===== src/rtl/core/tch_pkg.sv =====
// Shared types, constants and tables for the tilt-compensated heading block.
// No dependencies; imported by every module of the block.
package tch_pkg;

    localparam int CORDIC_STAGES = 16;
    localparam int SQRT_CELLS    = 17;
    localparam int DIV_CELLS     = 16;
    localparam int HEAD_W        = 13;

    // accept-to-strobe distance in clock cycles
    localparam int LATENCY = 2 + SQRT_CELLS + DIV_CELLS + 1 + SQRT_CELLS + 3 + 1
                             + CORDIC_STAGES + 2;

    localparam logic [HEAD_W-1:0] FULL_TURN  = 13'd5760;
    localparam logic [HEAD_W-1:0] DECL_RESET = 13'd176;
    localparam logic [23:0] HALF_TURN_FINE   = 24'd11796480;
    localparam logic signed [25:0] QUARTER_TURN_FINE = 26'sd5898240;

    typedef struct packed {
        logic signed [15:0] accel_x;
        logic signed [15:0] accel_y;
        logic signed [15:0] accel_z;
        logic signed [15:0] mag_x;
        logic signed [15:0] mag_y;
        logic signed [15:0] mag_z;
    } t_in;

    typedef struct packed {
        logic [HEAD_W-1:0] heading;
        logic              degenerate;
    } t_out;

    // square root cell state: remainder v - root^2 and partial root
    typedef struct packed {
        logic [35:0] rem;
        logic [16:0] root;
    } t_sqrt;

    // divider cell state: remainder, partial quotient, divisor
    typedef struct packed {
        logic [31:0] rem;
        logic [15:0] quo;
        logic [15:0] dvs;
    } t_div;

    // vectoring CORDIC cell state, angle in 2^-16 degree
    typedef struct packed {
        logic signed [51:0] x;
        logic signed [51:0] y;
        logic signed [25:0] z;
    } t_cord;

    // arctan(2^-i) in 2^-16 degree, rounded to nearest
    function automatic logic [21:0] atan_fine(input logic [4:0] idx);
        logic [21:0] a;
        unique case (idx)
            5'd0:  a = 22'd2949120;
            5'd1:  a = 22'd1740967;
            5'd2:  a = 22'd919879;
            5'd3:  a = 22'd466945;
            5'd4:  a = 22'd234379;
            5'd5:  a = 22'd117304;
            5'd6:  a = 22'd58666;
            5'd7:  a = 22'd29335;
            5'd8:  a = 22'd14668;
            5'd9:  a = 22'd7334;
            5'd10: a = 22'd3667;
            5'd11: a = 22'd1833;
            5'd12: a = 22'd917;
            5'd13: a = 22'd458;
            5'd14: a = 22'd229;
            5'd15: a = 22'd115;
            5'd16: a = 22'd57;
            5'd17: a = 22'd29;
            5'd18: a = 22'd14;
            5'd19: a = 22'd7;
            5'd20: a = 22'd4;
            5'd21: a = 22'd2;
            5'd22: a = 22'd1;
            default: a = 22'd0;
        endcase
        return a;
    endfunction

endpackage


===== src/rtl/core/tch_div_cell.sv =====
// One quotient bit of a pipelined restoring divider.
// Depends on tch_pkg for the cell state type.
module tch_div_cell (
    input  logic         i_clk,
    input  logic [3:0]   i_bit,
    input  tch_pkg::t_div i_st,
    output tch_pkg::t_div o_st
);
    import tch_pkg::*;

    t_div        r_st;
    t_div        n_st;
    logic [31:0] trial;

    always_comb begin
        trial = {16'b0, i_st.dvs} << i_bit;
        n_st  = i_st;
        if (i_st.rem >= trial) begin
            n_st.rem = i_st.rem - trial;
            n_st.quo = i_st.quo | (16'd1 << i_bit);
        end
    end

    always_ff @(posedge i_clk) begin
        r_st <= n_st;
    end

    assign o_st = r_st;

endmodule


===== config.mk =====
export PLATFORM = sky130hd
export DESIGN_NAME = tch_div_cell
export DESIGN_NICKNAME = d
export VERILOG_FILES = /design/src/rtl/core/tch_pkg.sv /design/src/rtl/core/tch_div_cell.sv
export SDC_FILE = /design/constraint.sdc
export NUM_CORES = 1
export LEC_CHECK = 0
export ABC_AREA = 1
export ABC_CLOCK_PERIOD_IN_PS = 5900
export BUFFER_PORTS_ARGS = -buffer_cell sky130_fd_sc_hd__buf_2
export CAP_MARGIN = 15
export CELL_PAD_IN_SITES_DETAIL_PLACEMENT = 1
export CELL_PAD_IN_SITES_GLOBAL_PLACEMENT = 1
export CORE_ASPECT_RATIO = 0.8
export CORE_MARGIN = 1.5
export CORE_UTILIZATION = 39
export DETAILED_ROUTE_END_ITERATION = 6
export PLACE_DENSITY_LB_ADDON = 0.1
export SETUP_SLACK_MARGIN = 0.2
export SYNTH_ARGS = -nofsm -noshare
export SYNTH_HDL_FRONTEND = slang
export SYNTH_SLANG_ARGS = --single-unit

===== constraint.sdc =====
create_clock -name i_clk -period 5.9 [get_ports i_clk]
set_input_delay 1.77 -clock i_clk [delete_from_list [all_inputs] [get_ports i_clk]]
set_output_delay 1.77 -clock i_clk [all_outputs]
set_load 0.005 [all_outputs]

==> results by group <==
Run status
  – Status: finished clean

Yosys
  – Avg Cell Area, Syn: 5.75 µm²
  – Mapped Nets: 997
  – Sequential share of the synthesized area: 0.249
  – Number of synthesized register bits: 64
  – Cell variety after synth: 31
  – Post-Synthesis Cells: 896
  – Ys Warns: 0
  – Cell area after synthesis: 5150 µm²

Final layout
  – Most common cell after layout, fill and taps aside: nand2_1
  – Final nets: 1122
  – Multi-input gate area: 3220 µm²
  – Finished Cell Area: 6280 µm²
  – Layout fillers: 1875
  – P&R area growth vs syn: 21.9%
  – Commonest cells after routing, fill and taps aside: nand2_1, inv_1, buf_2, nor2_1, dfxtp_1
  – Non-filler cells, final: 1201
  – Final core utilization: 0.488
  – Inserted Diodes: 0
  – Largest register FFs: 64
  – Reg area: 1280 µm²
  – Share of layout cells above drive strength 1: 0.168

Floorplan
  – Die area: 13900 µm²
  – Core area: 12900 µm²
  – Starting Density: 0.401
  – Die W: 132 µm
  – Die height: 106 µm
  – # IOs: 133
  – # rows: 37

CTS
  – Cts bufs inserted: 9
  – CTS Buffer Depth: 2
  – CTS Hold Bufs: 0
  – CTS tree: yes
  – Clock Sinks: 64
  – CTS root buffer: clkbuf_16
  – Post-CTS Setup Bufs: 0
  – Max H-tree Level: 3
  – # resized after CTS: 0
  – Clock Pin Slew Worst Setup and Hold Paths: 0.06 ns

Global routing
  – Largest net degree at the start of global routing: 32
  – First-pass GRT wire length: 30.0 mm
  – Initial antenna violation count: 0
  – Gr usage total: 0.273
  – Number of global-route vias before repair: 5855
  – Remaining Overflow, GRT: 0

Worst setup path
  – CP endpoint: o_st[33]
  – Critical-path top delay cell: ha_1
  – Kind of critical path: primary input to register
  – Critical Path End Type: register
  – Critical-path cell list: buf_2 -> inv_1 -> nor2_1 -> nand2_1 -> o21ai_0 -> o21ai_0 -> nand2_1 -> o21ai_0 -> ha_1 -> nand2_2 -> nor2_4 -> inv_2 -> nor2_2 -> nand3_1 -> nand3_1 -> nand2_1 -> nand2_2 -> buf_4 -> nand2_1 -> o21ai_0
  – Critical path launch point type: primary input
  – CP arrival: 5.55 ns
  – Startpoint of the worst setup timing path: i_bit[1]
  – CP max stage delay: 0.47 ns
  – CP Buf/Inv Count: 4
  – CP Data Required Time: 6.16 ns
  – CP top delay family: simple AND/OR/NAND/NOR gates
  – CP Max Fanout: 24
  – Critical path depth in cells: 20

Route
  – Drt drc: 0
  – DR iter-0 viols: 319
  – Via density: 4.97
  – Post-DRT Antenna Nets: 0
  – Pre-antenna DRT Iters: 5
  – Vias: 5964
  – Per-cell routed wire length: 15.8 µm
  – WL final: 18.9 mm

Pwr
  – Leak Pwr: 3.71 nW
  – Worst VDD drop: 0.149 mV
  – Cell Pwr Density: 268 nW/µm²

Placement
  – Placed insts: 1185
  – Detail Placement HPWL: 15.4 mm
  – Worst slack at placement: 0.413 ns
  – Port buffer count: 132
  – Area after DPL: 5980 µm²
  – Placer congestion estimate: 0.860

STA
  – Fin. max-slew vios: 0
  – Final setup fails: 0
  – Slew @ Worst Pin: 0.651 ns
  – RSZ-0062 raised after global routing: no
  – Fin crit period: 5.30 ns
  – Crit share post-route: 0.898
  – FMAX: 0.189 GHz
  – Setup WS post-layout: 0.604 ns
  – Slew HR: 0.563
  – Setup TNS: 0 ns
  – Final Hold Fails: 0

Min path
  – HP Class: primary input to register

Run
  – Maxcap violations: 0
-- through the flow --
stage	power (mW)	hold slack, ns
global route	1.79	1.54
finish	1.69	1.55
floorplan	0.905	1.80
detailed placement	1.12	1.89
CTS	1.69	1.54
global placement	1.11	1.89
-- layer usage --
layer / part of all wire / vias up / global-route usage / wire length, µm
li1: - / 3004 / - / -
met1: 0.51 / 2785 / 0.385 / 9630
met2: 0.43 / 159 / 0.436 / 8170
met3: 0.049 / 16 / 0.0505 / 927
met4: 0.011 / 0 / 0.0524 / 199
met5: 0 / - / 0 / 0
-- logic make-up (layout without fill, tap and decap cells) --
logic type	Yosys count	after routing	share of synthesized area
compound gates	89	89	0.0973
xor+xnor	14	14	0.0238
buf+inv	169	299	0.128
simple gates	520	520	0.408
flops	64	64	0.249
mux	8	8	0.0155
fa+ha+maj	32	32	0.0791
-- Yosys cell counts --
cell | number | area share
a21o_1 | 16 | 0.023
a21oi_1 | 18 | 0.017
a22oi_1 | 2 | 0.0029
a31oi_1 | 1 | 0.0012
and2_1 | 3 | 0.0036
buf_1 | 1 | 0.00073
buf_2 | 7 | 0.0068
buf_6 | 2 | 0.0044
clkbuf_1 | 14 | 0.010
clkinv_1 | 1 | 0.00073
dfxtp_1 | 64 | 0.25
fa_1 | 1 | 0.0039
ha_1 | 31 | 0.075
inv_1 | 139 | 0.10
inv_2 | 5 | 0.0036
mux2i_1 | 8 | 0.016
nand2_1 | 370 | 0.27
nand2_2 | 3 | 0.0036
nand2b_1 | 1 | 0.0012
nand3_1 | 52 | 0.050
nand3b_1 | 4 | 0.0058
nand4_1 | 6 | 0.0073
nor2_1 | 64 | 0.047
nor2_2 | 2 | 0.0024
nor2_4 | 1 | 0.0022
nor3_1 | 7 | 0.0068
o21ai_0 | 47 | 0.046
o21bai_1 | 3 | 0.0044
o22ai_1 | 2 | 0.0024
or2_2 | 7 | 0.0085
xor2_1 | 14 | 0.024
-- worst min-delay path by stage --
stage	slack (ns)	start	cells after the start	end
floorplan	1.80	i_st[0]	0	o_st[0]
global placement	1.89	i_st[1]	1	o_st[1]
detailed placement	1.89	i_st[3]	1	o_st[3]
CTS	1.54	i_st[3]	1	o_st[3]
global route	1.54	i_st[3]	1	o_st[3]
finish	1.55	i_st[3]	1	o_st[3]
-- report_power, final --
part	total [mW]	internal (mW)	switching, mW
logic	0.611	0.221	0.389
registers	0.514	0.501	0.0135
clock network	0.561	0.332	0.230
-- area by class of cell --
cell class / count / share of cell area
clock buffers: 9 / 0.0358
clock inverters: 7 / 0.0127
inverters: 145 / 0.0866
multi-input cells: 663 / 0.512
flip-flops and latches: 64 / 0.204
well taps: 175 / 0.0348
repair buffers: 138 / 0.114
(Power assumes the default switching activity.)
