File: src/rtl/core/tch_pkg.sv
// Shared types, constants and tables for the tilt-compensated heading block.
// No dependencies; imported by every module of the block.
package tch_pkg;

    localparam int CORDIC_STAGES = 16;
    localparam int SQRT_CELLS    = 17;
    localparam int DIV_CELLS     = 16;
    localparam int HEAD_W        = 13;

    // accept-to-strobe distance in clock cycles
    localparam int LATENCY = 2 + SQRT_CELLS + DIV_CELLS + 1 + SQRT_CELLS + 3 + 1
                             + CORDIC_STAGES + 2;

    localparam logic [HEAD_W-1:0] FULL_TURN  = 13'd5760;
    localparam logic [HEAD_W-1:0] DECL_RESET = 13'd176;
    localparam logic [23:0] HALF_TURN_FINE   = 24'd11796480;
    localparam logic signed [25:0] QUARTER_TURN_FINE = 26'sd5898240;

    typedef struct packed {
        logic signed [15:0] accel_x;
        logic signed [15:0] accel_y;
        logic signed [15:0] accel_z;
        logic signed [15:0] mag_x;
        logic signed [15:0] mag_y;
        logic signed [15:0] mag_z;
    } t_in;

    typedef struct packed {
        logic [HEAD_W-1:0] heading;
        logic              degenerate;
    } t_out;

    // square root cell state: remainder v - root^2 and partial root
    typedef struct packed {
        logic [35:0] rem;
        logic [16:0] root;
    } t_sqrt;

    // divider cell state: remainder, partial quotient, divisor
    typedef struct packed {
        logic [31:0] rem;
        logic [15:0] quo;
        logic [15:0] dvs;
    } t_div;

    // vectoring CORDIC cell state, angle in 2^-16 degree
    typedef struct packed {
        logic signed [51:0] x;
        logic signed [51:0] y;
        logic signed [25:0] z;
    } t_cord;

    // arctan(2^-i) in 2^-16 degree, rounded to nearest
    function automatic logic [21:0] atan_fine(input logic [4:0] idx);
        logic [21:0] a;
        unique case (idx)
            5'd0:  a = 22'd2949120;
            5'd1:  a = 22'd1740967;
            5'd2:  a = 22'd919879;
            5'd3:  a = 22'd466945;
            5'd4:  a = 22'd234379;
            5'd5:  a = 22'd117304;
            5'd6:  a = 22'd58666;
            5'd7:  a = 22'd29335;
            5'd8:  a = 22'd14668;
            5'd9:  a = 22'd7334;
            5'd10: a = 22'd3667;
            5'd11: a = 22'd1833;
            5'd12: a = 22'd917;
            5'd13: a = 22'd458;
            5'd14: a = 22'd229;
            5'd15: a = 22'd115;
            5'd16: a = 22'd57;
            5'd17: a = 22'd29;
            5'd18: a = 22'd14;
            5'd19: a = 22'd7;
            5'd20: a = 22'd4;
            5'd21: a = 22'd2;
            5'd22: a = 22'd1;
            default: a = 22'd0;
        endcase
        return a;
    endfunction

endpackage

File: src/rtl/core/tch_sqrt_cell.sv
// One bit of a pipelined integer square root.
// Depends on tch_pkg for the cell state type.
module tch_sqrt_cell (
    input  logic          i_clk,
    input  logic [4:0]    i_bit,
    input  tch_pkg::t_sqrt i_st,
    output tch_pkg::t_sqrt o_st
);
    import tch_pkg::*;

    t_sqrt       r_st;
    t_sqrt       n_st;
    logic [35:0] trial;
    logic [5:0]  sh;

    always_comb begin
        sh    = {1'b0, i_bit} + 6'd1;
        trial = ({19'b0, i_st.root} << sh) + (36'd1 << {i_bit, 1'b0});
        n_st  = i_st;
        // keep the bit when (root + 2^bit)^2 still fits
        if (i_st.rem >= trial) begin
            n_st.rem  = i_st.rem - trial;
            n_st.root = i_st.root | (17'd1 << i_bit);
        end
    end

    always_ff @(posedge i_clk) begin
        r_st <= n_st;
    end

    assign o_st = r_st;

endmodule

File: config.mk
export PLATFORM = sky130hd
export DESIGN_NAME = tch_sqrt_cell
export DESIGN_NICKNAME = d
export VERILOG_FILES = /design/src/rtl/core/tch_pkg.sv /design/src/rtl/core/tch_sqrt_cell.sv
export SDC_FILE = /design/constraint.sdc
export NUM_CORES = 1
export LEC_CHECK = 0
export BUFFER_PORTS_ARGS = -buffer_cell sky130_fd_sc_hd__buf_2
export CAP_MARGIN = 10
export CORE_UTILIZATION = 45
export DETAILED_ROUTE_END_ITERATION = 12
export GPL_ROUTABILITY_DRIVEN = 0
export GPL_TIMING_DRIVEN = 1
export PLACE_DENSITY = 0.69
export SYNTH_ARGS = -nofsm -noshare
export SYNTH_HDL_FRONTEND = slang
export SYNTH_SLANG_ARGS = --single-unit
File: constraint.sdc
create_clock -name i_clk -period 13.7 [get_ports i_clk]
set_clock_uncertainty 0.2 [all_clocks]
set_input_delay 4.11 -clock i_clk [delete_from_list [all_inputs] [get_ports i_clk]]
set_output_delay 4.11 -clock i_clk [all_outputs]
set_load 0.01 [all_outputs]
==> summary.md, run 1 <==
| Metric | Value |
|---|---|
| Vias | `about 6300` |
| PwrDens | `~110 nW/um^2` |
| Clock sink count | `53` |
| Die footprint | `14600 sq um` |
| Nets | `1027` |
| Post-synthesis cell area | `between 6000 and 7000 sq um` |
| Seq/Total Area, Yosys | `roughly 17%` |
| Worst Setup SP | `i_bit[0]` |
| Top Ports | `roughly 110` |
| Asr flop ratio synth | `0%` |
| Root Driver | `clkbuf_16` |
| Number of flip-flops in the largest register | `53` |
| Fin Setup TNS | `0 ps` |
| Area Overhead vs Synth | `12.5%` |
| Buf+Inv Stages, Crit Path | `5` |
| Post-CTS sizing | `0` |
| Max FO, Critical Path | `45` |
| Hold path startpoint | `i_st[14]` |
| Core area | `13800 sq um` |
| Initial drt markers | `around 470` |
| Kind of critical path | `in -> reg` |
| Hold buffer count at CTS | `0` |
| DRT Wirelength | `roughly 17000 um` |
| Max Transition Viols Final | `0` |
| Area leader, netlist | `dfxtp_1` |
| Vias in the first global route | `about 5700` |
| Top cell type's share of synthesized area | `between 10% and 20%` |
| Die H | `121 um` |
| Top post-synthesis cells by area | `dfxtp_1 (17%), ha_1 (12%), nor2_1 (6.8%)` |
| # port buffers | `approximately 110` |
| Clock-pin slew on the worst setup and hold paths | `roughly 70 ps` |
| Max Cap Viol | `0` |
| CP max stage cell | `ha_1` |
| Die width | `roughly 120 um` |
| Startpoint class of the critical path | `input pin` |
| Starting density of the core | `roughly 46%` |
| Synth Flop Type | `dfxtp_1` |
| Post-detailed-route via-to-cell ratio | `roughly 5.8` |
| Total CTS buffers | `5` |
| Critical Path AT | `around 12000 ps` |
| ANT nets after route | `0` |
| Worst path required time | `between 10000 and 15000 ps` |
| RSZ-0062 raised after global routing | `no` |
| Final worst-path cycle share | `around 88%` |
| Placed Cells incl. Taps | `around 1100` |
| Hold Path Class | `in -> reg` |
| Post-CTS Setup Bufs | `0` |
| Rel. slew slack | `a little under two fifths` |
| Placement Rows | `43` |
| Syn Area/Cell | `just under 8 sq um` |
| Crit. path cell count | `29` |
| Congestion Overflow GR | `0` |
| H-tree depth | `2` |
| F_max | `approximately 83 MHz` |
| GRT Util Overall | `between 20% and 30%` |
| Max VDD drop | `between 0.05 and 0.06 mV` |
| Period minus WS final | `about 12000 ps` |
| Post-route insts no fill | `approximately 1100` |
| First-pass GRT wire length | `around 28000 um` |
| Initial antenna violation count | `0` |
| Worst-Margin Slew | `between 900 and 1000 ps` |
| Ys Warns | `0` |
| Routed wire length per instance | `~16 um` |
| Netlist cell types | `between 70 and 80` |
| Clock tree buffer depth | `2` |
| Largest net degree at the start of global routing | `46` |
| DP HPWL | `between 10000 and 15000 um` |
| DRC | `0` |
| Post-Syn Instances | `between 800 and 900` |
| Drt first pass iters | `6` |
| Share of cells above drive strength 1 | `between 20 and 25%` |
| Worst setup EP type | `flop` |
| Post-synth EDFFs | `0` |
| CP max stage delay | `~620 ps` |
| Synthesized flop and latch total | `53` |
| Post-Syn Nets | `approximately 940` |
| Result of the run | `finished clean` |
| Fin. Hold Viols | `0` |
| Leakage power total | `around 3.2 nW` |
| TritonCTS clock tree | `done` |
| Final setup viols | `0` |
| Critical path's top delay family | `compound AO/OA/AOI/OAI gates` |
| Hold Path Stages | `2` |
| ANT cells | `0` |
==> cell usage in the layout, fill, tap and decap left out, drive strengths merged, types with 22 or more instances in the layout <==
master | Yosys | routed
buf | 12 | 117
nor2 | 115 | 115
a21oi | 79 | 79
nand2 | 64 | 64
ha | 62 | 62
dfxtp | 53 | 53
xnor2 | 44 | 44
inv | 32 | 32
o21ai | 31 | 31
mux2i | 29 | 29
a21o | 26 | 26
xor2 | 23 | 23
nand3 | 22 | 22
==> path summary, 6_finish.rpt <==
check | slack (ps) | endpoint
min | 3840 | o_st[14]
max | 1650 | o_st[30]
==> through the flow <==
stage,cell area [sq um],total power (W),util [%],worst slack (ps),hold slack (ps)
2_1_floorplan,6370,0.000521,-,2640,4000
3_3_place_gp,7030,0.000630,50.8,1600,4140
3_5_place_dp,7030,0.000631,50.8,1400,4160
4_1_cts,7160,0.000761,51.8,1700,3830
5_1_grt,7160,0.000820,51.8,906,3850
6_report,7160,0.000761,51.8,1650,3840
==> cell families (layout without fill, tap and decap cells) <==
family          Yosys count  in the layout  share of synthesized area (%)
compound gates          236            236                           25.6
xor+xnor                 67             67                           9.56
fa+ha+maj                63             63                           12.5
buf+inv                  66            157                           4.58
flops                    53             53                           16.7
mux                      58             58                           11.7
simple gates            272            272                           19.4
==> where the power goes <==
group | switching, W | leakage, nW | internal [W]
logic | 0.000245 | 2.69 | 0.000183
clock network | 0.0000611 | 0.0706 | 0.0000674
registers | 0.00000784 | 0.447 | 0.000196
==> metal layers <==
layer	track usage, %	share of wire [%]	vias to the layer above
met5	0	0	-
met4	9.72	3.5	0
met3	3.90	6.5	53
met2	38.8	44	259
met1	31.8	46	2826
li1	-	-	3137
==> synth_stat cells (4+ instances only) <==
master    count
inv_1        30
a21oi_1      79
mux2i_1      28
a211oi_1      6
or2_2         6
mux2_2       17
o22ai_1       8
o21ai_0      27
nand2_1      64
nor2b_1      10
nand3_1      19
clkbuf_1     22
o21bai_1     19
nor3_1       14
xnor2_1      42
xor2_1       22
a21o_1       26
ha_1         62
and3_1       10
nor2_1      115
nor3b_1       4
mux4_2       11
a31oi_1      13
nand4_1       6
dfxtp_1      53
buf_2         5
and2_1       10
a31o_2        7
a211o_1       4
==> layout make-up <==
type                       instances  area, sq um
clock inverter                     2         10.0
tap                              180          225
multi-input combinational        696         5020
inverter                          32          120
clock buffer                       6          129
sequential                        53         1060
timing repair buffer             117          601
fill                            1391         6660
Power figures use the tool's default switching activity.
==> inputs of run 2 (changes only) <==
--- a/config.mk
+++ b/config.mk
@@ -7,6 +7,7 @@
 export LEC_CHECK = 0
 export BUFFER_PORTS_ARGS = -buffer_cell sky130_fd_sc_hd__buf_2
 export CAP_MARGIN = 10
+export CORE_ASPECT_RATIO = 1.2
 export CORE_UTILIZATION = 45
 export DETAILED_ROUTE_END_ITERATION = 12
 export GPL_ROUTABILITY_DRIVEN = 0
==> constraint.sdc (replaced) <==
create_clock -name i_clk -period 14.93 [get_ports i_clk]
set_clock_uncertainty 0.2 [all_clocks]
set_input_delay 4.479 -clock i_clk [delete_from_list [all_inputs] [get_ports i_clk]]
set_output_delay 4.479 -clock i_clk [all_outputs]
set_load 0.01 [all_outputs]
==> summary.md, run 2 (synthesis gave the netlist of run 1 again) <==
| Metric | Value |
|---|---|
| Result of the run | `finished clean` |
| Post-detailed-route via-to-cell ratio | `5.87 (+1.7%)` |
| Congestion Overflow GR | `0 (unchanged)` |
| Area Overhead vs Synth | `12.1%` |
| PwrDens | `98.3 nW/um^2 (-7.4%)` |
| Final setup viols | `0 (unchanged)` |
| Critical path's top delay family | `compound AO/OA/AOI/OAI gates` |
| ANT nets after route | `0 (unchanged)` |
| Hold buffer count at CTS | `0 (unchanged)` |
| Placed cell areas | `7000 sq um (-0.37%)` |
| Kind of critical path | `in -> reg` |
| RSZ-0062 raised after global routing | `no` |
| Global route hottest layer | `met2` |
| Finished Cell Area | `7140 sq um (-0.31%)` |
| Max Transition Viols Final | `0 (unchanged)` |
| TritonCTS clock tree | `done` |
| Routed wire length per instance | `16.5 um (+3.4%)` |
| Placed Cells incl. Taps | `1067 (-1.0%)` |
| Crit. path cell count | `29 (unchanged)` |
| Fillers | `1367 (-1.7%)` |
| Initial antenna violation count | `0 (unchanged)` |
| Nets | `1025 (-0.19%)` |
| Post-route insts no fill | `1074 (-1.1%)` |
| Critical Path AT | `12990 ps (+950 ps)` |
| CP max stage cell | `ha_1` |
| F_max | `just under 80 MHz` |
| Clock sink count | `53 (unchanged)` |
| Max VDD drop | `0.0613 mV (+21%)` |
| Die footprint | `14600 sq um (about the same)` |
| Top Ports | `112 (unchanged)` |
| Vias | `6309 (+0.54%)` |
| Leakage power total | `3.20 nW (-0.32%)` |
| Max Cap Viol | `0 (unchanged)` |
| Worst path required time | `14920 ps (+1220 ps)` |
| Die width | `111 um (-8.6%)` |
| H-tree depth | `2 (unchanged)` |
| Root Driver | `clkbuf_16` |
| Worst Setup SP | `i_bit[0]` |
| Rel. slew slack | `25.4% (-12 points)` |
| Die H | `132 um (+9.4%)` |
| Initial drt markers | `475 (+2.2%)` |
| Post-route core utilization | `51.7% (-0.13 points)` |
| Most common cell after layout, fill and taps aside | `nor2_1` |
| Hold Path Class | `in -> reg` |
| Core area | `13800 sq um (about the same)` |
| Commonest non-fill, non-tap cells in the layout | `nor2_1 (115), buf_2 (111), a21oi_1 (79)` |
| GRT Util Overall | `23.4% (-0.60 points)` |
| Clock tree buffer depth | `2 (unchanged)` |
| Largest net degree at the start of global routing | `43 (-6.5%)` |
| Post-CTS sizing | `0 (unchanged)` |
| Post-CTS Setup Bufs | `0 (unchanged)` |
| Period minus WS final | `13000 ps` |
| # port buffers | `111 (unchanged)` |
| Vias in the first global route | `5774 (+0.61%)` |
| Fin. Hold Viols | `0 (unchanged)` |
| DP HPWL | `13800 um (+0.93%)` |
| Fin Setup TNS | `0 ps (unchanged)` |
| Placement Rows | `47 (+9.3%)` |
| Drt first pass iters | `6 (unchanged)` |
| Clock-pin slew on the worst setup and hold paths | `70 ps (about the same)` |
| M3 GR Usage | `4.41% (+0.51 points)` |
| Register Area | `1060 sq um (unchanged)` |
| ANT cells | `0 (unchanged)` |
| Max FO, Critical Path | `41 (-8.9%)` |
| Worst-Margin Slew | `1120 ps (+210 ps)` |
| Starting density of the core | `46.1% (about the same)` |
| End of the critical path | `o_st[31]` |
| Met2 usage | `39.9% (+1.1 points)` |
| Met1 Track Usage GR | `28.9% (-2.9 points)` |
| Worst setup EP type | `flop` |
| Buf+Inv Stages, Crit Path | `3 (-2)` |
| CP max stage delay | `1100 ps (+480 ps)` |
| First-pass GRT wire length | `28000 um (-0.76%)` |
| Total design power | `0.000702 W (-7.7%)` |
| DRT Wirelength | `17700 um (+2.2%)` |
| Number of flip-flops in the largest register | `53 (unchanged)` |
| Area taken by multi-input logic gates | `5020 sq um (unchanged)` |
| Share of cells above drive strength 1 | `20.0% (-0.26 points)` |
| DRC | `0 (unchanged)` |
| Startpoint class of the critical path | `input pin` |
| Final worst-path cycle share | `roughly 87%` |
| Total CTS buffers | `5 (unchanged)` |
[run 2: cell types whose count changed in the layout (fill, tap and decap cells not counted)]
cell / change
buf_4: -2
clkinv_2: -2
clkbuf_8: +1
[run 2: per-layer routing]
metal	part of all wire, %	vias up
li1	-	3136
met1	43	2870
met2	47	252
met3	5.7	51
met4	3.9	0
met5	0	-
[run 2: where the power goes]
group / internal, W / switching [W] / total [W]
logic: 0.000168 / 0.000227 / 0.000395
registers: 0.000180 / 0.00000741 / 0.000188
clock network: 0.0000661 / 0.0000539 / 0.000120
[run 2: stage by stage]
step                      hold WS, ps  setup slack (ps)
after floorplan                  4360              3500
after global placement           4520              1960
after detailed placement         4530              1690
after CTS                        4210              2000
after global routing             4200              1270
final                            4220              1930
[run 2: cell type report]
type,count,share of cell area (%)
well taps,171,3.00
multi-input cells,696,70.3
flip-flops and latches,53,14.9
repair buffers,115,8.20
inverters,32,1.68
clock buffers,7,2.00
[run 2: worst min path at each step]
| stage | depth (start not counted) | to | startpoint |
|---|---|---|---|
| after floorplan | 1 | o_st[16] | i_st[16] |
| after global placement | 2 | o_st[14] | i_st[14] |
| after detailed placement | 2 | o_st[49] | i_st[49] |
| after CTS | 2 | o_st[49] | i_st[49] |
| after global routing | 2 | o_st[49] | i_st[49] |
| final | 2 | o_st[49] | i_st[49] |
==> inputs of run 3 (changes only) <==
--- a/config.mk
+++ b/config.mk
@@ -12,7 +12,7 @@
 export DETAILED_ROUTE_END_ITERATION = 12
 export GPL_ROUTABILITY_DRIVEN = 0
 export GPL_TIMING_DRIVEN = 1
-export PLACE_DENSITY = 0.69
+export PLACE_DENSITY_LB_ADDON = 0.3
 export SYNTH_ARGS = -nofsm -noshare
 export SYNTH_HDL_FRONTEND = slang
 export SYNTH_SLANG_ARGS = --single-unit
==> summary.md, run 3 (synthesis gave the netlist of run 1 again) <==
| Metric | Value |
|---|---|
| Leakage power total | `3.20 nW (-0.15%)` |
| Core area | `13800 sq um (unchanged)` |
| Max Transition Viols Final | `0 (unchanged)` |
| Max VDD drop | `0.0576 mV (-6.0%)` |
| Most common cell after layout, fill and taps aside | `nor2_1` |
| Post-place setup slack | `1900 ps (+209 ps)` |
| Total CTS buffers | `5 (unchanged)` |
| Result of the run | `finished clean` |
| F_max | `78.1 MHz (+1.5%)` |
| Drt first pass iters | `8 (+2)` |
| Initial antenna violation count | `0 (unchanged)` |
| Met2 usage | `39.6% (-0.24 points)` |
| Max FO, Critical Path | `45 (+9.8%)` |
| DRC | `0 (unchanged)` |
| Top Ports | `112 (unchanged)` |
| Initial drt markers | `369 (-22%)` |
| Met1 Track Usage GR | `29.1% (+0.18 points)` |
| Commonest non-fill, non-tap cells in the layout | `nor2_1 (115), buf_2 (111), a21oi_1 (79)` |
| Final setup viols | `0 (unchanged)` |
| Hold Path Class | `in -> reg` |
| Share of cells above drive strength 1 | `19.9% (-0.13 points)` |
| Worst path required time | `14920 ps (about the same)` |
| Vias in the first global route | `5805 (+0.54%)` |
| Clock sink count | `53 (unchanged)` |
| Post-CTS sizing | `0 (unchanged)` |
| Root Driver | `clkbuf_16` |
| CP max stage cell | `ha_1` |
| Fin Setup TNS | `0 ps (unchanged)` |
| Post-CTS Setup Bufs | `0 (unchanged)` |
| ANT cells | `0 (unchanged)` |
| GRT Util Overall | `23.5% (+0.028 points)` |
| RSZ-0062 raised after global routing | `no` |
| Placement Rows | `47 (unchanged)` |
| PwrDens | `97.3 nW/um^2 (-1.0%)` |
| Kind of critical path | `in -> reg` |
| Period minus WS final | `12810 ps (-197 ps)` |
| DRT Wirelength | `17200 um (-2.8%)` |
| Post-route setup slack | `2120 ps (+197 ps)` |
| Post-detailed-route via-to-cell ratio | `5.78 (-1.6%)` |
| Worst-Margin Slew | `1160 ps (+41.8 ps)` |
| ANT nets after route | `0 (unchanged)` |
| Die width | `111 um (unchanged)` |
| TritonCTS clock tree | `done` |
| Number of flip-flops in the largest register | `53 (unchanged)` |
| Nets | `1025 (unchanged)` |
| Routed wire length per instance | `16.0 um (-2.9%)` |
| M3 GR Usage | `4.00% (-0.41 points)` |
| Max Cap Viol | `0 (unchanged)` |
| Starting density of the core | `46.1% (unchanged)` |
| Final worst-path cycle share | `85.8% (-1.3 points)` |
| Startpoint class of the critical path | `input pin` |
| H-tree depth | `2 (unchanged)` |
| Critical Path AT | `12800 ps (-190 ps)` |
| DP HPWL | `13700 um (-1.2%)` |
| Clock tree buffer depth | `2 (unchanged)` |
| Fin. Hold Viols | `0 (unchanged)` |
| CP max stage delay | `1130 ps (+30 ps)` |
| First-pass GRT wire length | `28200 um (+0.69%)` |
| Die H | `132 um (unchanged)` |
| Area Overhead vs Synth | `12.0% (about the same)` |
| # port buffers | `111 (unchanged)` |
| Worst setup EP type | `flop` |
| Clock-pin slew on the worst setup and hold paths | `70 ps (about the same)` |
| Die footprint | `14600 sq um (unchanged)` |
| Vias | `6212 (-1.5%)` |
| Hold Path Stages | `2 (unchanged)` |
| Largest net degree at the start of global routing | `46 (+7.0%)` |
| Rel. slew slack | `22.6% (-2.8 points)` |
| Global route hottest layer | `met2` |
| Congestion Overflow GR | `0 (unchanged)` |
| Hold buffer count at CTS | `0 (unchanged)` |
## run 3: cell count changes in the layout (fill, tap and decap cells not counted), sizes merged
cell    delta
clkbuf     +1
## run 3: metal layers
metal,wire (um),vias to the layer above
met2,8180,191
met1,7640,2846
met4,580,0
met3,796,41
li1,-,3134
met5,0,-
## run 3: report_power, final
group / total [W] / internal, W / switching (W)
Sequential: 0.000188 / 0.000180 / 0.00000726
Clock: 0.000115 / 0.0000626 / 0.0000527
Combinational: 0.000392 / 0.000168 / 0.000224
## run 3: layout make-up
type	instances	area (sq um)
inverter	32	120
multi-input combinational	696	5020
tap	171	214
clock buffer	8	136
fill	1380	6680
timing repair buffer	115	586
sequential	53	1060
## run 3: final timing paths
| path | end | slack, ps | start |
|---|---|---|---|
| hold / removal | o_st[14] | 4190 | i_st[14] |
| setup / recovery | o_st[30] | 2120 | i_bit[0] |
## run 3: through the flow
step	cell area (sq um)	power [W]	hold slack [ps]	util, %	cells
4_1_cts	7140	0.000699	4190	51.6	1075
3_3_place_gp	7000	0.000577	4510	50.6	1067
2_1_floorplan	6370	0.000478	4360	-	815
5_1_grt	7140	0.000750	4210	51.6	1075
6_report	7140	0.000694	4190	51.6	1075
3_5_place_dp	7000	0.000579	4520	50.6	1067
## run 3: critical path, delay by kind of cell
kind                     cells  cell delay, ps
buffers and inverters        3            1180
AO/OA/AOI/OAI               12            3200
adder cells (fa/ha/maj)      3            1870
AND/OR/NAND/NOR              9            1230
multiplexers                 2             800
